<file path="src/sv/bfdh_pkg.sv">
// shared types and constants of the double-hash bloom filter
`timescale 1ns / 1ps
package bfdh_pkg;

   localparam int HASH_W       = 64;
   localparam int WORD_W       = 64;
   localparam int BIT_SEL_W    = 6;
   localparam int BITS_W       = 17;
   localparam int PROBES_W     = 5;
   localparam int CSR_ADDR_W   = 2;
   localparam int CSR_DATA_W   = 17;
   localparam int REQ_DATA_W   = 2 * HASH_W;
   localparam int REQ_USER_W   = 2;
   localparam int RSP_DATA_W   = 8;
   localparam int DEF_MAX_BITS = 65536;
   localparam int MAX_PROBES   = 16;

   // remainder unit retires this many dividend bits per cycle
   localparam int STEP_BITS = 4;
   localparam int RED_STEPS = HASH_W / STEP_BITS;
   localparam int RED_CNT_W = $clog2(RED_STEPS);

   localparam logic [BITS_W-1:0]   BIT_COUNT_RST   = 17'h10000;
   localparam logic [PROBES_W-1:0] PROBE_COUNT_RST = 5'd7;

   typedef enum logic [REQ_USER_W-1:0] {
      OP_INSERT = 2'd0,
      OP_QUERY  = 2'd1,
      OP_CLEAR  = 2'd2
   } op_type;

   typedef enum logic [CSR_ADDR_W-1:0] {
      CSR_BIT_COUNT   = 2'd0,
      CSR_PROBE_COUNT = 2'd1
   } csr_index_type;

   typedef enum logic [2:0] {
      ST_IDLE,
      ST_CLEAR,
      ST_REDUCE,
      ST_READ,
      ST_CHECK,
      ST_DONE
   } state_type;

endpackage

</file>
<file path="src/sv/bfdh_mod.sv">
// multi-cycle 64-bit remainder unit, a few dividend bits per cycle
`timescale 1ns / 1ps
module bfdh_mod (
   input  logic                          clock,
   input  logic                          reset,
   input  logic                          start,
   input  logic [bfdh_pkg::HASH_W-1:0]   value,
   input  logic [bfdh_pkg::BITS_W-1:0]   modulus,
   output logic                          busy,
   output logic [bfdh_pkg::BITS_W-1:0]   remainder
);

   logic [bfdh_pkg::HASH_W-1:0]    val_ff, val_in;
   logic [bfdh_pkg::BITS_W-1:0]    rem_ff, rem_in;
   logic [bfdh_pkg::RED_CNT_W-1:0] cnt_ff, cnt_in;
   logic                           busy_ff, busy_in;
   logic [bfdh_pkg::BITS_W-1:0]    step_rem;
   logic [bfdh_pkg::BITS_W:0]      trial;

   // restoring remainder, msb first
   always_comb begin
      step_rem = rem_ff;
      trial    = '0;
      for (int s = 0; s < bfdh_pkg::STEP_BITS; s++) begin
         trial = {step_rem, val_ff[bfdh_pkg::HASH_W-1-s]};
         if (trial >= {1'b0, modulus}) begin
            trial = trial - {1'b0, modulus};
         end
         step_rem = trial[bfdh_pkg::BITS_W-1:0];
      end
   end

   always_comb begin
      val_in  = val_ff;
      rem_in  = rem_ff;
      cnt_in  = cnt_ff;
      busy_in = busy_ff;
      if (start) begin
         val_in  = value;
         rem_in  = '0;
         cnt_in  = '0;
         busy_in = 1'b1;
      end else if (busy_ff) begin
         val_in  = val_ff << bfdh_pkg::STEP_BITS;
         rem_in  = step_rem;
         cnt_in  = cnt_ff + 1'b1;
         busy_in = (cnt_ff != bfdh_pkg::RED_CNT_W'(bfdh_pkg::RED_STEPS - 1));
      end
   end

   always_ff @(posedge clock) begin
      if (reset) begin
         busy_ff <= 1'b0;
         cnt_ff  <= '0;
      end else begin
         busy_ff <= busy_in;
         cnt_ff  <= cnt_in;
      end
   end

   always_ff @(posedge clock) begin
      val_ff <= val_in;
      rem_ff <= rem_in;
   end

   assign busy      = busy_ff;
   assign remainder = rem_ff;

endmodule

</file>
<file path="config.mk">
export PLATFORM = sky130hd
export DESIGN_NAME = bfdh_mod
export DESIGN_NICKNAME = d
export VERILOG_FILES = /design/src/sv/bfdh_pkg.sv /design/src/sv/bfdh_mod.sv
export SDC_FILE = /design/constraint.sdc
export NUM_CORES = 1
export LEC_CHECK = 0
export BUFFER_PORTS_ARGS = -buffer_cell sky130_fd_sc_hd__buf_4
export CAP_MARGIN = 0
export CORE_MARGIN = 5
export CORE_UTILIZATION = 54
export DETAILED_ROUTE_END_ITERATION = 10
export GPL_ROUTABILITY_DRIVEN = 0
export PLACE_DENSITY = 0.78
export SYNTH_ARGS = -nofsm -noshare
export SYNTH_HDL_FRONTEND = slang
export SYNTH_SLANG_ARGS = --single-unit
</file>
<file path="constraint.sdc">
create_clock -name clock -period 10.5 [get_ports clock]
set_clock_uncertainty 0.05 [all_clocks]
set_input_delay 1.05 -clock clock [delete_from_list [all_inputs] [get_ports clock]]
set_output_delay 1.05 -clock clock [all_outputs]
set_load 0.03 [all_outputs]
</file>
==> results of run 1 <==
[layout make-up]
type | instances | area [sq um] | share of cell area [%]
Multi-Input combinational cell | 648 | 5040 | 54.4
Sequential cell | 86 | 2360 | 25.5
Timing Repair Buffer | 151 | 1140 | 12.3
Clock buffer | 10 | 229 | 2.47
Tap cell | 180 | 225 | 2.43
Inverter | 52 | 195 | 2.11
Clock inverter | 6 | 70.1 | 0.757
[cell usage after synthesis, types with 4 or more instances]
| master | n | share of area [%] |
|---|---|---|
| ha_1 | 69 | 11 |
| mux2_2 | 69 | 10 |
| edfxtp_1 | 64 | 25 |
| a21oi_1 | 53 | 3.5 |
| inv_1 | 52 | 2.6 |
| nand2_1 | 49 | 2.4 |
| o21ai_0 | 48 | 3.1 |
| nor2_1 | 44 | 2.2 |
| xnor2_1 | 30 | 3.4 |
| clkbuf_1 | 24 | 1.2 |
| dfxtp_1 | 22 | 5.8 |
| a21o_1 | 20 | 2.0 |
| xor2_1 | 20 | 2.3 |
| a211oi_1 | 19 | 1.9 |
| nand3_1 | 15 | 0.98 |
| nand4_1 | 13 | 1.1 |
| nor3_1 | 13 | 0.85 |
| o21bai_1 | 13 | 1.3 |
| mux2i_1 | 12 | 1.6 |
| nand2b_1 | 11 | 0.90 |
| o21a_1 | 11 | 1.1 |
| and2_1 | 10 | 0.82 |
| a211o_1 | 9 | 1.0 |
| and3_1 | 9 | 0.74 |
| a311oi_1 | 8 | 0.92 |
| o211ai_1 | 7 | 0.69 |
| or3_1 | 7 | 0.57 |
| a2111oi_0 | 6 | 0.69 |
| nor2b_1 | 6 | 0.49 |
| o221ai_1 | 6 | 0.69 |
| o22a_1 | 6 | 0.69 |
| nor4_1 | 5 | 0.41 |
| o31a_1 | 5 | 0.57 |
| a31oi_1 | 4 | 0.33 |
| fa_1 | 4 | 1.0 |
| or2_2 | 4 | 0.33 |
[flip-flops by register name, indices dropped and copies added (netlist names)]
register and count:
cnt_ff 4, busy 1, remainder 17, val_ff 64
[through the flow]
stage,hold WS (ns),TNS (ns),cells
after CTS,0.481,0,1132
final,0.489,0,1133
after global placement,0.477,0,1116
after global routing,0.513,-0.0988,1133
after detailed placement,0.472,-0.948,1116
after floorplan,0.458,0,816
[repair_timing]
action                     4_1_cts  5_1_grt
setup buffers                    0        1
setup endpoints to repair        0       17
gates resized for setup          0       18
[placed cells by master (no fill, tap or decap), types with 10 or more instances in the layout]
| cell | instances |
|---|---|
| mux2_2 | 68 |
| dfxtp_1 | 22 |
| o21a_1 | 11 |
| xnor2_1 | 30 |
| edfxtp_1 | 64 |
| nand2_1 | 49 |
| buf_4 | 150 |
| a211oi_1 | 17 |
| a21oi_1 | 51 |
| o21ai_0 | 44 |
| inv_1 | 51 |
| ha_1 | 69 |
| a21o_1 | 20 |
| nor3_1 | 13 |
| o21bai_1 | 13 |
| xor2_1 | 20 |
| nand2b_1 | 11 |
| nand3_1 | 15 |
| mux2i_1 | 10 |
| nand4_1 | 13 |
| nor2_1 | 44 |
[logic make-up after synthesis]
family	count (synthesis)
flip-flops	86
adder cells (fa/ha/maj)	73
AO/OA/AOI/OAI	245
XOR/XNOR	50
multiplexers	81
AND/OR/NAND/NOR	199
buffers and inverters	82
[layer usage]
metal	share of wire, %	up-vias	GRT usage (%)
li1	-	3363	-
met1	41	3289	35.3
met2	45	356	42.5
met3	8.6	86	6.68
met4	5.5	0	12.8
met5	0	-	0
[final timing paths]
kind / end / slack [ns]
max: remainder[14] / 0.50
min: remainder[16] / 0.49
max reg2reg: remainder[14] / 0.77
min reg2reg: remainder[16] / 0.49
[worst max-delay path, delay by kind of cell]
kind / cells / cell delay (ns)
AOI/OAI and AO/OA: 24 / 5.30
adders and majority gates: 5 / 1.53
buffers and inverters: 6 / 0.90
and+or+nand+nor: 6 / 0.89
muxes: 2 / 0.53
==> impl_metrics.toml, run 1 <==
[outcome]
status = "finished clean"

[synthesis]
async_flop_share_pct = 0
yosys.area_share.simple_pct = 13.2
synth_top_family_by_area = "compound AO/OA/AOI/OAI gates"
synthFlopType = "edfxtp_1"
synth-edff-count = 64
synthXorXnorAreaFrac_pct = 5.72
synth_seq_cells = 86
ys_types = 61
synth_nets = 973
syn_inst = 816
synth_compound_area_share_pct = 22.1
postSynthAreaPerCell_sq_um = 9.37
ys_warn_count = 0
synth.area.mux_share_pct = 11.7
synthAdderAreaFrac_pct = 12.3
seq_area_frac_synth_pct = 30.9
synth_area_sq_um = 7650

[worst_hold_path]
min_from = "remainder[16]"
hp-class = "flip-flop to flip-flop"
holdPathStages = 2

[finish]
utilization_pct = 66.7
post_route_cells_drive_above_1_share_pct = 26.8
fillers = 1138
area_delta_synth_final_pct = 21.1
nNetsFinal = 1105
final_area_sq_um = 9260
diodes = 0

[global_route]
grt_overflow = 0
grt_start_max_net_pins = 85
grt_pass1_wl_microns = 35300
grt_util_all_layers_pct = 27.1
antenna_found_initial = 0
grt_pass1_vias = 6724

[job]
maxCapViolations = 0

[clock_network]
cts_sinks = 86
holdBufCountCts = 0
cts_tree = "done"
insertion_delay_ns = 0.34
clockRootBuffer = "clkbuf_16"
numCtsBuffers = 9
clock_path_buffers = 2
cts_max_level = 3
clk_pin_slew_ns = 0.06

[place]
port_buffers = 101
dp_slack_ns = -0.175
place_hpwl_microns = 18000
placed_area_sq_um = 8890

[drt]
vias_per_cell = 6.26
ant_nets = 0
wl_per_cell_microns = 20.0
vias = 7094
routed_wl_microns = 22700
drt_iter0_markers = 735
drt-pass1-iter-count = 6
drc = 0

[sta]
setup_slack_ns = 0.499
relSlewSlack_pct = 37.8
tightestPinTransition_ns = 0.932
period_minus_slack_ns = 10.00
max_freq_mhz = 100
slew_viol_final = 0
setup_viol = 0
timing_hold_violations_final = 0
finalCritPeriodShare_pct = 95.3
rsz0062_at_grt = "true"

[die]
die_x_microns = 129
ios = 102
core.rowCount = 43
die_y_microns = 129
die_area_sq_um = 16600
start_util_pct = 55.1
coreArea_sq_um = 13900

[setup_path]
cp_max_fo = 9
cp_slowest_cell = "a2111oi_4"
required_ns = 10.69
worstRegToRegCells = 43
startpoint = "modulus[0]"
cp-end-kind = "flip-flop"
critPathLaunchType = "primary input"
crit_type = "primary input to flip-flop"
critPathMaxStageDelay_ns = 0.50
crit_arrival_ns = 10.20
r2r_start = "val_ff[63]"
Power of run 1 is left out: the tool's default activity adds up to more than one toggle a clock period on the data nets, which glitch-free logic cannot reach.
==> run 2, diff against run 1 <==
--- a/config.mk
+++ b/config.mk
@@ -5,11 +5,11 @@
 export SDC_FILE = /design/constraint.sdc
 export NUM_CORES = 1
 export LEC_CHECK = 0
-export BUFFER_PORTS_ARGS = -buffer_cell sky130_fd_sc_hd__buf_4
 export CAP_MARGIN = 0
 export CORE_MARGIN = 5
-export CORE_UTILIZATION = 54
+export CORE_UTILIZATION = 59
 export DETAILED_ROUTE_END_ITERATION = 10
+export DONT_BUFFER_PORTS = 1
 export GPL_ROUTABILITY_DRIVEN = 0
 export PLACE_DENSITY = 0.78
 export SYNTH_ARGS = -nofsm -noshare
==> run 2 against run 1 <==
Against the previous run:
- die area down 7.8%
- via count down 3.3%
- critical path type unchanged
- critical path depth down 1
- first-iteration DRC count is 2.7% higher
- cell area is 8.2% lower
- sequential share of layout area is 2.3 points higher
- worst hold slack improved by 0.012 ns
- maximum frequency down 0.67%
==> impl_metrics.toml, run 2 (synthesized netlist as in run 1, its figures left out) <==
[sta]
fin_tns_setup_ns = 0
slew_viol_final = 0
timing_hold_violations_final = 0
relSlewSlack_pct = 47.6
period_minus_slack_ns = 10.07
finalCritPeriodShare_pct = 95.9
tightestPinTransition_ns = 0.786
setup_viol = 0
max_freq_mhz = 99.3

[finish]
regArea_sq_um = 2360
final_common_cell = "ha_1"
post_route_cells_drive_above_1_share_pct = 17.7
multi_input_area_sq_um = 5040
diodes = 0
largest_register_ffs = 64
fillers = 1018
final_cell_mix = "69 x ha_1, 68 x mux2_2, 64 x edfxtp_1"
area_delta_synth_final_pct = 11.2
regMostFlops = "val_ff"
nNetsFinal = 1005

[setup_path]
crit_type = "primary input to flip-flop"
critPathMaxStageDelay_ns = 0.44
required_ns = 10.68
cp_max_fo = 16
critPathLaunchType = "primary input"
crit_arrival_ns = 10.24
cp_slowest_cell = "nor4b_1"
cp-end-kind = "flip-flop"

[job]
maxCapViolations = 0

[outcome]
status = "finished clean"

[drt]
drc = 0
vias = 6861
drt-pass1-iter-count = 5
routed_wl_microns = 22800
ant_nets = 0
wl_per_cell_microns = 22.3
drt_iter0_markers = 755
vias_per_cell = 6.69

[clock_network]
cts_sinks = 86
cts_max_level = 3
cts_tree = "done"
clockRootBuffer = "clkbuf_16"
clock_path_buffers = 2
clk_pin_slew_ns = 0.06
numCtsBuffers = 9
holdBufCountCts = 0
insertion_delay_ns = 0.34

[die]
core.rowCount = 41
die_x_microns = 124
start_util_pct = 60.4
ios = 102
die_y_microns = 124
coreArea_sq_um = 12700
die_area_sq_um = 15300

[global_route]
grt_util_all_layers_pct = 29.0
grt_overflow = 0
grt_pass1_vias = 6586
antenna_found_initial = 0
grt_start_max_net_pins = 86
grt_pass1_wl_microns = 34100

[worst_hold_path]
hp-class = "flip-flop to flip-flop"

[place]
place_hpwl_microns = 17600
port_buffers = 0
[run 2: cell types whose count changed in the layout (fill, tap and decap cells not counted), moves of 2 or more]
cell and delta:
buf_12 +2, buf_4 -102, clkinvlp_4 +2, mux2i_1 +2
mux2i_2 -2, o21ai_0 +4, o21ai_1 -4
[run 2: final timing paths]
check | from | endpoint | slack [ns] | cells after the start
setup reg to reg | val_ff[63] | remainder[1] | 0.64 | 44
hold reg to reg | val_ff[22] | val_ff[26] | 0.50 | 1
setup / recovery | modulus[5] | remainder[1] | 0.43 | 42
hold / removal | val_ff[22] | val_ff[26] | 0.50 | 1
[run 2: repair_timing]
item,CTS,global route
buffers inserted,0,4
endpoints found under the setup margin,0,17
hold endpoints to repair,0,0
resized for setup,0,10
[run 2: metal layers]
layer	share of wire (%)	global-route usage, %
met5	0	0
met4	5.2	13.9
met3	11	8.45
met2	46	46.5
met1	38	35.8
[run 2: cell type report]
| cell class | instances | area share (%) |
|---|---|---|
| Tap cell | 172 | 2.53 |
| Timing Repair Buffer | 50 | 4.71 |
| Clock buffer | 11 | 2.74 |
| Sequential cell | 86 | 27.8 |
| Clock inverter | 5 | 0.721 |
| Inverter | 52 | 2.30 |
| Multi-Input combinational cell | 649 | 59.2 |
[run 2: worst max-delay path: cells and delay by family]
| kind | cells | cell delay, ns |
|---|---|---|
| buf+inv | 8 | 1.14 |
| simple gates | 10 | 1.80 |
| fa+ha+maj | 4 | 1.30 |
| mux | 3 | 0.88 |
| compound gates | 17 | 4.06 |
[run 2: through the flow]
step | cell area (sq um) | hold WS (ns) | std cells | utilization, % | worst slack, ns
after global placement | 8130 | 0.473 | 1004 | 64.1 | 0.121
after CTS | 8420 | 0.500 | 1020 | 66.5 | 0.0776
final | 8500 | 0.501 | 1025 | 67.1 | 0.432
after detailed placement | 8130 | 0.484 | 1004 | 64.1 | -0.225
after floorplan | 7660 | 0.458 | 816 | - | 0.000202
after global routing | 8500 | 0.513 | 1025 | 67.1 | -0.0751
Power of run 2 is left out for the same reason.
